--- config.mk ---
export PLATFORM = sky130hd
export DESIGN_NAME = bti_blend
export DESIGN_NICKNAME = d
export VERILOG_FILES = /design/src/design/bilinear_table_interpolator_assert.svh /design/src/design/bti_pkg.sv /design/src/design/bti_blend.sv
export SDC_FILE = /design/constraint.sdc
export NUM_CORES = 2
export LEC_CHECK = 0
export BUFFER_PORTS_ARGS = -buffer_cell sky130_fd_sc_hd__buf_2
export CAP_MARGIN = 20
export CORE_AREA = 2 2 274 276
export CTS_CLUSTER_DIAMETER = 30
export DETAILED_ROUTE_END_ITERATION = 6
export DIE_AREA = 0 0 276 278
export PLACE_DENSITY_LB_ADDON = 0.3
export RECOVER_POWER = 100
export SETUP_SLACK_MARGIN = 0.2
export SYNTH_ARGS = -nofsm -noshare
export SYNTH_HDL_FRONTEND = slang
export SYNTH_SLANG_ARGS = --single-unit
--- constraint.sdc ---
create_clock -name clk -period 9 [get_ports clk]
set_input_delay 1.8 -clock clk [delete_from_list [all_inputs] [get_ports clk]]
set_output_delay 1.8 -clock clk [all_outputs]
set_load 0.005 [all_outputs]
--- src/design/bilinear_table_interpolator_assert.svh ---
// Assertion macros used by the drive table interpolator RTL.
`ifndef BILINEAR_TABLE_INTERPOLATOR_ASSERT_SVH
`define BILINEAR_TABLE_INTERPOLATOR_ASSERT_SVH

// Condition must never hold while out of reset.
`define BTI_ASSERT_NEVER(lbl, ck, rst_n, cond) \
	lbl: assert property (@(posedge ck) disable iff (!rst_n) !(cond)) \
		else $error("bti: forbidden condition seen");

// Antecedent in one cycle implies consequent in the next.
`define BTI_ASSERT_NEXT(lbl, ck, rst_n, ante, cons) \
	lbl: assert property (@(posedge ck) disable iff (!rst_n) (ante) |=> (cons)) \
		else $error("bti: expected follow-up missing");

`endif

--- src/design/bti_pkg.sv ---
// Types, constants and register codes of the drive table interpolator.
package bti_pkg;

	// Default table geometry
	localparam int ANGLE_ROWS_DEF       = 32;
	localparam int VELOCITY_COLUMNS_DEF = 32;

	// Index scaling shifts (product Q.26 / Q.22 down to index Q.8)
	localparam int ANGLE_SHIFT    = 18;
	localparam int VELOCITY_SHIFT = 14;

	// Configuration register indexes
	localparam logic [2:0] CFG_ANGLE_MIN = 3'd0;
	localparam logic [2:0] CFG_ANGLE_SCL = 3'd1;
	localparam logic [2:0] CFG_VEL_MIN   = 3'd2;
	localparam logic [2:0] CFG_VEL_SCL   = 3'd3;

	// Register reset values
	localparam logic signed [15:0] ANGLE_MIN_RST = -16'sd10415;
	localparam logic [19:0]        ANGLE_SCL_RST = 20'd103187;
	localparam logic [15:0]        VEL_MIN_RST   = 16'd512;
	localparam logic [19:0]        VEL_SCL_RST   = 20'd3318;

	typedef enum logic [1:0] {
		OP_WRITE    = 2'd0,
		OP_NEAREST  = 2'd1,
		OP_BILINEAR = 2'd2,
		OP_UNUSED   = 2'd3
	} op_t;

	typedef struct packed {
		op_t                op;
		logic signed [15:0] steer_angle;
		logic [15:0]        velocity;
		logic [4:0]         write_row;
		logic [4:0]         write_column;
		logic [15:0]        write_left;
		logic [15:0]        write_right;
	} bti_in_t;

	typedef struct packed {
		logic [15:0] left_drive;
		logic [15:0] right_drive;
	} bti_out_t;

endpackage

--- src/design/bti_blend.sv ---
// Two-stage bilinear blend of one 16-bit channel, rounding half up.
module bti_blend import bti_pkg::*; (
	input  logic        clk,
	input  logic        en,
	input  logic [15:0] e00,
	input  logic [15:0] e10,
	input  logic [15:0] e01,
	input  logic [15:0] e11,
	input  logic [7:0]  s,
	input  logic [7:0]  t,
	output logic [15:0] y
);

	logic [23:0] a_s5, b_s5;
	logic [7:0]  t_s5;
	logic [15:0] y_s6;
	logic [8:0]  ws, wt;
	logic [24:0] a_sum, b_sum;
	logic [31:0] y_sum;

	assign ws = 9'd256 - {1'b0, s};
	assign wt = 9'd256 - {1'b0, t_s5};

	// Blend along rows
	assign a_sum = 25'(e00) * 25'(ws) + 25'(e10) * 25'(s);
	assign b_sum = 25'(e01) * 25'(ws) + 25'(e11) * 25'(s);

	// Blend along columns, round
	assign y_sum = 32'(a_s5) * 32'(wt) + 32'(b_s5) * 32'(t_s5) + 32'd32768;

	always_ff @(posedge clk) begin
		if (en) begin
			a_s5 <= a_sum[23:0];
			b_s5 <= b_sum[23:0];
			t_s5 <= t;
			y_s6 <= y_sum[31:16];
		end
	end

	assign y = y_s6;

endmodule

==> flow_summary_export.csv <==
group,metric,value,unit
sta,finalClockSkew,0.01170,ns
grt,grt-ovfl-total,0,
layout,area_growth,6.159,%
flow_run,cap_violations,3,
place,gp_congestion,0.8565,
worst_setup_path,worstPathCellList,"buf_2 > buf_4 > clkbuf_1 > and2_0 > ha_1 > inv_1 > fa_1 > fa_1 > inv_1 > fa_1 > inv_1 > fa_1 > inv_1 > fa_1 > ha_1 > a21oi_2 > o21ai_1 > a2111oi_2 > or2_1 > a211oi_2 > a21bo_1 > a311o_1",
floorplan,rows,100,
layout,layout_common_cells,"inv_1 (1032), fa_1 (782), and2_1 (511)",
worst_setup_path,crit_family,"adder cells",
clock_tree,worst_skew_pair.late_latency,0.38,ns
worst_setup_path,required,9.13,ns
synth,synthCells,3598,
floorplan,fp.dieH,278,um
worst_setup_path,rr_startpoint,"t_s5[2]",
grt,grt_first_pass_wirelength,132700,um
layout,drive_gt1_share,4.964,%
synth,synth.avg_cell_area,9.119,um2
clock_tree,cts_tree,"done",
clock_tree,clock-sinks,72,
detailed_routing,drc,4,
sta,finalCriticalPeriod,8.357,ns
floorplan,die_w,276,um
detailed_routing,routedWlPerCell,16.97,um
detailed_routing,ant_nets,0,
synth,seq_area_frac_synth,6.590,%
synth,syn_nets,4718,
grt,gr-usage-all-layers,21.87,%
sta,min_period_over_period,92.85,%
synth,synth-edff-count,72,
synth,yosys_most_used_dff,"edfxtp_1",
worst_setup_path,path_buf_inv,7,
sta,tns,0,ns
synth,ys_seq_elements,72,
clock_tree,cts_inserted_buffers,9,
detailed_routing,drt_iter0_markers,1117,
worst_setup_path,cp.arrival,8.49,ns
clock_tree,cts_hold_buf,0,
worst_hold_path,min_from,"a_s5[23]",
worst_setup_path,critPathMaxFanout,33,
synth,netlist_area,32810,um2
sta,slew_headroom,-88.55,%
clock_tree,root_buffer,"clkbuf_16",
worst_setup_path,cp_common_cell,"fa_1",
grt,grt_pass1_vias,25210,
synth,yosysUniqueCellTypes,60,
status,violations,"design-rule violations, max-capacitance violations, max-slew violations",
worst_setup_path,startpoint_type,"primary input",
sta,slew_viol_final,108,
detailed_routing,vias_per_cell,4.930,
worst_hold_path,min_path_type,"reg2reg",
sta,hold_viol,0,
sta,rsz0062_at_grt,"false",
clock_tree,cts_max_path_buffers,2,
worst_setup_path,critPathMaxStageDelay,1.17,ns
worst_setup_path,endpoint_kind,"flop",
layout,layout.nets,4761,
floorplan,start_util,44.44,%
worst_setup_path,crit_path_start,"s[0]",
clock_tree,clkTransAtPathRegs,0.06,ns
status,status,"finished with violations",
place,dp_hpwl,66960,um
worst_setup_path,r2r_slack,0.76,ns
floorplan,pin_count,98,
sta,setup_viol,0,
layout,final_common_cell,"inv_1",
grt,grt_max_degree,52,
place,portBuffers,97,
layout,nFillCells,7166,
floorplan,core-area,73820,um2
worst_setup_path,slowest_stage,"clkbuf_1",
floorplan,dieArea,76730,um2
detailed_routing,drt_wl_total,78370,um
synth,ys.warnings.count,0,
clock_tree,cts_htree_levels,3,
detailed_routing,first_pass_iters,7,
worst_setup_path,crit_type,"in2reg",
grt,antenna_found_initial,4,
sta,fmax,119.7,MHz
sta,tightest_slew,2.828,ns
detailed_routing,vias,22760,
synth,synthArstFlopShare,0,%
state kept, by name, summed over array words and instances (netlist names):
| signal | cells |
|---|---|
| b_s5 | 24 |
| y | 16 |
| t_s5 | 8 |
| a_s5 | 24 |
cell usage after synthesis (all sizes together), types with 25 or more instances:
master,instances,area share [%]
a21o,25,0.57
a21oi,47,0.73
and2,521,9.9
clkbuf,110,1.3
edfxtp,72,6.6
fa,782,48
ha,256,9.8
inv,1032,12
nand2,450,5.1
nor2,25,0.29
o21ai,25,0.39
xnor2,54,1.4
worst paths after layout:
kind / to / cells after the start
hold reg to reg: y[15] / 3
setup / recovery: a_s5[18] / 22
setup reg to reg: y[14] / 22
hold / removal: y[15] / 3
per-layer routing:
metal	track usage (%)	vias up	part of all wire [%]
met3	2.728	110	5.4
met1	28.90	11660	43
li1	-	10420	-
met2	37.21	568	48
met4	7.762	0	3.5
met5	0	-	0
metrics by stage:
step | hold slack, ns | worst slack, ns | util (%) | instance area (um2) | instances
floorplan | 0.8503 | 0.3729 | - | 32810 | 3598
CTS | 1.175 | 0.6055 | 47.25 | 34880 | 4615
detailed placement | 1.152 | 0.2128 | 46.85 | 34580 | 4599
global placement | 1.145 | 0.3330 | 46.85 | 34580 | 4599
finish | 1.150 | 0.6433 | 47.18 | 34830 | 4617
global route | 1.204 | 0.1816 | 47.18 | 34830 | 4616
repair_timing:
action / 4_1_cts / 5_1_grt
setup buffers: 0 / 0
setup endpoints to repair: 0 / 1
gates resized for setup: 0 / 1
area by class of cell:
class	count	area, um2	area share [%]
clock buffer	9	225.2	0.6466
antenna	2	5.005	0.01437
tap	969	1212	3.481
inverter	1032	3874	11.12
multi-input combinational	2364	26320	75.58
sequential	72	2162	6.208
timing repair buffer	162	958.4	2.752
clock inverter	7	70.07	0.2012
logic make-up (layout without fill, tap and decap cells):
kind of cell | Yosys count | in the layout | synth area share [%]
buf+inv | 1162 | 1210 | 13.29
simple gates | 1069 | 1069 | 16.78
fa+ha+maj | 1038 | 1038 | 57.48
compound gates | 180 | 180 | 3.798
xor+xnor | 76 | 76 | 2.029
flops | 72 | 72 | 6.590
mux | 1 | 1 | 0.03051
other cells | 0 | 2 | 0
worst register-to-register path, delay by kind of cell (launching register included):
| family | cells | cell delay (ns) |
|---|---|---|
| buffers and inverters | 3 | 1.21 |
| XOR/XNOR | 1 | 0.16 |
| adder cells (fa/ha/maj) | 7 | 3.29 |
| AND/OR/NAND/NOR | 6 | 1.09 |
| flip-flops | 1 | 0.52 |
| AO/OA/AOI/OAI | 5 | 1.72 |
Power is left out: the tool's default activity adds up to more than one toggle a clock period on the data nets, which glitch-free logic cannot reach.
