`config.mk`:
```
export PLATFORM = sky130hd
export DESIGN_NAME = bti_index
export DESIGN_NICKNAME = d
export VERILOG_FILES = /design/src/design/bilinear_table_interpolator_assert.svh /design/src/design/bti_pkg.sv /design/src/design/bti_index.sv
export SDC_FILE = /design/constraint.sdc
export NUM_CORES = 1
export LEC_CHECK = 0
export ABC_AREA = 1
export ABC_CLOCK_PERIOD_IN_PS = 7700
export BUFFER_PORTS_ARGS = -buffer_cell sky130_fd_sc_hd__buf_4
export CELL_PAD_IN_SITES_DETAIL_PLACEMENT = 1
export CELL_PAD_IN_SITES_GLOBAL_PLACEMENT = 2
export CORE_ASPECT_RATIO = 1.2
export CORE_MARGIN = 4
export CORE_UTILIZATION = 39
export DETAILED_ROUTE_END_ITERATION = 16
export PLACE_DENSITY_LB_ADDON = 0.2
export SYNTH_ARGS = -nofsm -noshare
export SYNTH_HDL_FRONTEND = slang
export SYNTH_SLANG_ARGS = --single-unit
```
`constraint.sdc`:
```
create_clock -name clk -period 7.7 [get_ports clk]
set_input_delay 1.54 -clock clk [delete_from_list [all_inputs] [get_ports clk]]
set_output_delay 1.54 -clock clk [all_outputs]
set_load 0.03 [all_outputs]
```
`src/design/bilinear_table_interpolator_assert.svh`:
```
// Assertion macros used by the drive table interpolator RTL.
`ifndef BILINEAR_TABLE_INTERPOLATOR_ASSERT_SVH
`define BILINEAR_TABLE_INTERPOLATOR_ASSERT_SVH

// Condition must never hold while out of reset.
`define BTI_ASSERT_NEVER(lbl, ck, rst_n, cond) \
	lbl: assert property (@(posedge ck) disable iff (!rst_n) !(cond)) \
		else $error("bti: forbidden condition seen");

// Antecedent in one cycle implies consequent in the next.
`define BTI_ASSERT_NEXT(lbl, ck, rst_n, ante, cons) \
	lbl: assert property (@(posedge ck) disable iff (!rst_n) (ante) |=> (cons)) \
		else $error("bti: expected follow-up missing");

`endif

```
`src/design/bti_pkg.sv`:
```
// Types, constants and register codes of the drive table interpolator.
package bti_pkg;

	// Default table geometry
	localparam int ANGLE_ROWS_DEF       = 32;
	localparam int VELOCITY_COLUMNS_DEF = 32;

	// Index scaling shifts (product Q.26 / Q.22 down to index Q.8)
	localparam int ANGLE_SHIFT    = 18;
	localparam int VELOCITY_SHIFT = 14;

	// Configuration register indexes
	localparam logic [2:0] CFG_ANGLE_MIN = 3'd0;
	localparam logic [2:0] CFG_ANGLE_SCL = 3'd1;
	localparam logic [2:0] CFG_VEL_MIN   = 3'd2;
	localparam logic [2:0] CFG_VEL_SCL   = 3'd3;

	// Register reset values
	localparam logic signed [15:0] ANGLE_MIN_RST = -16'sd10415;
	localparam logic [19:0]        ANGLE_SCL_RST = 20'd103187;
	localparam logic [15:0]        VEL_MIN_RST   = 16'd512;
	localparam logic [19:0]        VEL_SCL_RST   = 20'd3318;

	typedef enum logic [1:0] {
		OP_WRITE    = 2'd0,
		OP_NEAREST  = 2'd1,
		OP_BILINEAR = 2'd2,
		OP_UNUSED   = 2'd3
	} op_t;

	typedef struct packed {
		op_t                op;
		logic signed [15:0] steer_angle;
		logic [15:0]        velocity;
		logic [4:0]         write_row;
		logic [4:0]         write_column;
		logic [15:0]        write_left;
		logic [15:0]        write_right;
	} bti_in_t;

	typedef struct packed {
		logic [15:0] left_drive;
		logic [15:0] right_drive;
	} bti_out_t;

endpackage

```
`src/design/bti_index.sv`:
```
// Three-stage fixed-point index unit: subtract minimum, scale, saturate.
module bti_index import bti_pkg::*; #(
	parameter int COUNT = ANGLE_ROWS_DEF,
	parameter int SHIFT = ANGLE_SHIFT,
	localparam int NW = $clog2(COUNT),
	localparam int IW = NW + 8
) (
	input  logic               clk,
	input  logic               en,
	input  logic signed [16:0] value,
	input  logic signed [16:0] minimum,
	input  logic [19:0]        scale,
	output logic [IW-1:0]      idx
);

	localparam logic [35:0] LIMIT = 36'((COUNT - 1) * 256);

	logic signed [16:0] diff_s1;
	logic [35:0]        prod_s2;
	logic [IW-1:0]      idx_s3;
	logic [15:0]        mag;
	logic [35:0]        shifted;

	// Non-positive offsets map to index zero
	assign mag     = (diff_s1 > 17'sd0) ? diff_s1[15:0] : 16'd0;
	assign shifted = prod_s2 >> SHIFT;

	always_ff @(posedge clk) begin
		if (en) begin
			diff_s1 <= value - minimum;
			prod_s2 <= 36'(mag) * 36'(scale);
			idx_s3  <= (shifted > LIMIT) ? LIMIT[IW-1:0] : shifted[IW-1:0];
		end
	end

	assign idx = idx_s3;

endmodule

```
==> results of run 1 <==
-- sequential cells by signal, summed over array words and instances (netlist names) --
name	count
idx	13
prod_s2	18
diff_s1	17
-- cell type report --
class / count / area (um2)
Clock buffer: 5 / 125
Clock inverter: 3 / 17.5
Fill cell: 3933 / 18300
Inverter: 388 / 1460
Multi-Input combinational cell: 1077 / 9610
Sequential cell: 48 / 1440
Tap cell: 407 / 509
Timing Repair Buffer: 94 / 706
-- per-layer routing --
layer  routed length, um  global-route usage [%]  vias to the layer above
met5                   0                       0                        -
met4                 812                    5.42                        0
met3                1350                    2.29                       33
met2               20100                    42.0                      186
met1               18000                    32.4                     5127
li1                    -                       -                     4713
-- path summary, 6_finish.rpt --
check / start / endpoint / slack, ps / cells past startpoint
worst max register to register: diff_s1[2]$_DFFE_PP_ / prod_s2[32]$_DFFE_PP_ / 620 / 28
worst min-delay path: prod_s2[26]$_DFFE_PP_ / idx[8]$_SDFFCE_PN1P_ / 530 / 2
worst min register to register: prod_s2[26]$_DFFE_PP_ / idx[8]$_SDFFCE_PN1P_ / 530 / 2
worst max-delay path: diff_s1[2]$_DFFE_PP_ / prod_s2[32]$_DFFE_PP_ / 620 / 28
-- metrics by stage --
step / setup WS, ps / instance area [um2]
floorplan: 1080 / 12700
global placement: 459 / 13700
detailed placement: 432 / 13700
CTS: 578 / 13900
global route: 111 / 13900
finish: 615 / 13900
-- tightest hold or removal path, cell delays in order (launching register included) --
cell	delay [ps]
edfxtp_1	320
inv_1	50
nand2_1	60
-- cells in the final DEF (no fill, tap or decap), types with 2 or more instances in the layout --
cell type,Yosys,layout
inv_1,376,376
o21ai_0,25,25
a211oi_1,3,3
nor2_2,3,3
xor2_1,18,18
edfxtp_1,48,48
nand3_1,27,27
clkinv_1,11,12
o2111ai_1,2,2
a21oi_1,51,51
o21a_1,5,5
clkbuf_16,0,5
nand2_1,318,318
buf_4,0,94
a21o_1,2,2
ha_1,121,121
o21ai_2,3,3
nand2_2,4,4
xnor2_1,8,8
nor3_1,11,11
nand4_1,6,6
fa_1,250,250
nor2_1,198,198
a21boi_2,3,3
a31oi_1,10,10
or2_2,3,3
-- logic make-up (layout without fill, tap and decap cells) --
| kind of cell | count (synthesis) | count (layout) | share of synthesized area [%] |
|---|---|---|---|
| fa+ha+maj | 371 | 371 | 51.5 |
| xor+xnor | 26 | 26 | 1.80 |
| simple gates | 574 | 574 | 17.8 |
| buf+inv | 424 | 490 | 12.7 |
| compound gates | 106 | 106 | 4.81 |
| flops | 48 | 48 | 11.4 |
==> flow_metrics.py, run 1 <==
metrics = {
    "clock_network": {
        "clk_latency_ps": 300,
        "cts_root_buf": "clkbuf_16",
        "cts_tree": "yes",
        "hold_buffers": 0,
        "cts.repair.resized": 0,
        "htreeDepth": 2,
        "cts_setup_buffers": 0,
        "cts.sinks": 48,
        "cts.path.max_buffers": 2,
        "clk_pin_slew_ps": 60,
        "cts_buffers": 5,
    },
    "global_route": {
        "grt_pass1_vias": 11500,
        "track_usage_pct": 24.1,
        "grt_max_degree": 49,
        "grt_pass1_wl_um": 64400,
        "grt_overflow": 0,
        "antenna_found_initial": 0,
    },
    "sta": {
        "period_needed_ps": 7080,
        "slew_headroom_pct": 48.8,
        "hold_slack_ps": 531,
        "drv_slew": 0,
        "rsz0062_at_grt": "false",
        "worstMarginPinSlew_ps": 766,
        "fin_tns_setup_ps": 0,
        "hold_viol": 0,
        "clock_skew_ps": 3.89,
        "setup_viol": 0,
        "max_freq_mhz": 141,
        "fin_crit_sh_pct": 92.0,
    },
    "critical_path": {
        "path_class": "reg2reg",
        "worstPathRequired_ps": 7750,
        "cpMostUsedCell": "nand2_1",
        "cp-start-kind": "register",
        "cp.buffers_inverters": 6,
        "crit_path_max_incr_delay_ps": 570,
        "cp.arrival_ps": 7140,
        "end_kind": "register",
        "crit_path_top_delay_cell": "fa_1",
        "crit_family": "adder cells",
        "cp_max_fo": 14,
    },
    "yosys": {
        "synthArstFlopShare_pct": 0,
        "synth_largest_area_cell": "fa_1",
        "syn_inst": 1549,
        "synth_common_cells": "inv_1 (376), nand2_1 (318), fa_1 (250), nor2_1 (198), ha_1 (121)",
        "synth-main-ff-cell": "edfxtp_1",
        "syn_avg_cell_area_um2": 8.17,
        "syn-num-nets": 1976,
        "ys_warn_count": 0,
        "yosysSeqAreaShare_pct": 11.4,
        "synth.distinct_cells": 33,
        "yosysMostFrequentCell": "inv_1",
        "syn_area_um2": 12700,
        "synth-seq-cells": 48,
        "synth.top_cell.area_share_pct": 39.5,
        "synth-edff-count": 48,
        "synth.top_cells.by_area": "fa_1 (40%), ha_1 (12%), edfxtp_1 (11%), inv_1 (11%), nand2_1 (9.4%)",
    },
    "cells_and_area": {
        "num_antenna_cells": 0,
        "fin_nets": 2041,
        "syn_to_final_growth_pct": 9.58,
        "final_util_pct": 43.1,
        "drive_gt1_share_pct": 7.37,
        "fin_cells": 2022,
    },
    "outcome": {
        "outcome": "completed",
    },
    "detailed_routing": {
        "detail-route-antenna-nets": 0,
        "vias": 10100,
        "wl_um": 40300,
        "drtPass1Iterations": 5,
        "drtIter0Drc": 371,
        "avgViaCountPerCell": 4.97,
        "drc": 0,
        "wl_per_cell_um": 19.9,
    },
    "hold_path": {
        "min-delay-path-class": "reg2reg",
    },
    "die": {
        "core_area_um2": 32200,
        "fp.dieArea_um2": 35400,
        "io_pins": 69,
        "std_cell_rows": 72,
        "die_width_um": 172,
        "die_y_um": 205,
        "start_util_pct": 39.3,
    },
    "placed_design": {
        "gp_congestion": 0.902,
        "hpwl_um": 34200,
        "dp_cells": 2014,
        "io_buffers": 68,
    },
    "run": {
        "maxCapViolCount": 0,
    },
}
Power of run 1 is left out: the tool's default activity adds up to more than one toggle a clock period on the data nets, which glitch-free logic cannot reach.
==> inputs of run 2 (changes only) <==
CORE_UTILIZATION = 40   (was 39)
CTS_BUF_LIST = sky130_fd_sc_hd__clkbuf_8   (was unset)
==> run 2 against run 1 <==
Against the previous run: final cell count shrank 0.45%; fmax is 0.98% higher; routed wire length shrank 1.6%; first-iteration DRC count is 13% higher; critical path depth is the same; critical endpoint is now prod_s2[30]$_DFFE_PP_; largest cell class unchanged; highest routed layer unchanged.
==> flow_metrics.py, run 2 (synthesis results as in run 1) <==
metrics = {
    "cells_and_area": {
        "multi_input_area_um2": 9610,
        "mostFrequentLayoutCells": "inv_1 (376), nand2_1 (318), fa_1 (250), nor2_1 (198), ha_1 (121)",
        "largest_reg_flops": 18,
        "final_common_cell": "inv_1",
        "num_antenna_cells": 0,
        "fin_nets": 2038,
        "drive_gt1_share_pct": 7.26,
        "regMostFlops": "prod_s2",
        "fill_cells": 3830,
        "seq_area_um2": 1440,
        "syn_to_final_growth_pct": 9.10,
    },
    "detailed_routing": {
        "drtPass1Iterations": 5,
        "detail-route-antenna-nets": 0,
        "wl_um": 39600,
        "drtIter0Drc": 418,
        "drc": 0,
        "avgViaCountPerCell": 5.02,
        "vias": 10100,
        "wl_per_cell_um": 19.7,
    },
    "critical_path": {
        "cp.arrival_ps": 7160,
        "crit_family": "adder cells",
        "cp.buffers_inverters": 6,
        "cp-start-kind": "register",
        "crit_path_max_incr_delay_ps": 570,
        "ff2ff_setup_slack_ps": 680,
        "end_kind": "register",
        "path_class": "reg2reg",
        "cp_max_fo": 14,
        "crit_path_top_delay_cell": "fa_1",
        "worstPathRequired_ps": 7840,
    },
    "global_route": {
        "use_met3_pct": 2.59,
        "use_met2_pct": 42.3,
        "met1_usage_pct": 31.4,
        "grt_pass1_wl_um": 63600,
        "track_usage_pct": 24.0,
        "antenna_found_initial": 0,
        "grt_overflow": 0,
        "grt_pass1_vias": 11400,
        "grt-busiest-layer": "met2",
        "grt_max_degree": 49,
    },
    "clock_network": {
        "clk_latency_ps": 310,
        "cts.repair.resized": 0,
        "clk_pin_slew_ps": 100,
        "cts_root_buf": "clkbuf_8",
        "cts.path.max_buffers": 2,
        "cts_tree": "yes",
        "cts_buffers": 5,
        "htreeDepth": 2,
        "cts_setup_buffers": 0,
        "cts.sinks": 48,
        "hold_buffers": 0,
    },
    "sta": {
        "fin_tns_setup_ps": 0,
        "worstMarginPinSlew_ps": 727,
        "clock_skew_ps": 15.9,
        "drv_slew": 0,
        "period_needed_ps": 7020,
        "hold_viol": 0,
        "slew_headroom_pct": 51.4,
        "rsz0062_at_grt": "false",
        "fin_crit_sh_pct": 91.1,
        "setup_viol": 0,
        "max_freq_mhz": 143,
        "hold_slack_ps": 557,
    },
    "die": {
        "core_area_um2": 31300,
        "fp.dieArea_um2": 34600,
        "io_pins": 69,
        "std_cell_rows": 71,
        "die_y_um": 203,
        "die_width_um": 170,
        "start_util_pct": 40.5,
    },
    "placed_design": {
        "io_buffers": 68,
        "gp_congestion": 0.909,
        "hpwl_um": 34200,
    },
    "run": {
        "maxCapViolCount": 0,
    },
    "outcome": {
        "outcome": "completed",
    },
    "hold_path": {
        "min-delay-path-class": "reg2reg",
    },
}
run 2: final timing paths:
check                              from               endpoint  depth (start not counted)
setup / recovery  diff_s1[15]$_DFFE_PP_  prod_s2[30]$_DFFE_PP_                         28
hold / removal    prod_s2[28]$_DFFE_PP_  idx[10]$_SDFFCE_PN1P_                          2
setup reg to reg  diff_s1[15]$_DFFE_PP_  prod_s2[30]$_DFFE_PP_                         28
hold reg to reg   prod_s2[28]$_DFFE_PP_  idx[10]$_SDFFCE_PN1P_                          2
run 2: cell type report:
type | count | share of cell area [%]
multi-input cells | 1077 | 69.6
clock inverters | 3 | 0.308
repair buffers | 91 | 4.95
inverters | 388 | 10.5
well taps | 401 | 3.63
flip-flops and latches | 48 | 10.4
clock buffers | 5 | 0.498
run 2: through the flow:
stage                     cell area (um2)  util [%]  setup slack (ps)  instances
after floorplan                     12700         -              1080       1549
after global routing                13800      44.2               178       2013
after detailed placement            13700      43.8               561       2005
final                               13800      44.2               684       2013
after global placement              13700      43.8               560       2005
after CTS                           13800      44.2               600       2013
run 2: worst min-delay path: cells and delay by family, from the launching register on:
family | cells | cell delay, ps
simple gates | 1 | 60
flops | 1 | 330
buf+inv | 1 | 50
run 2: routing by layer:
metal  vias up  share of wire [%]
met5         -                  0
met4         0                2.8
met3        48                4.8
met2       234                 50
met1      5118                 42
li1       4708                  -
Power of run 2 is left out for the same reason.
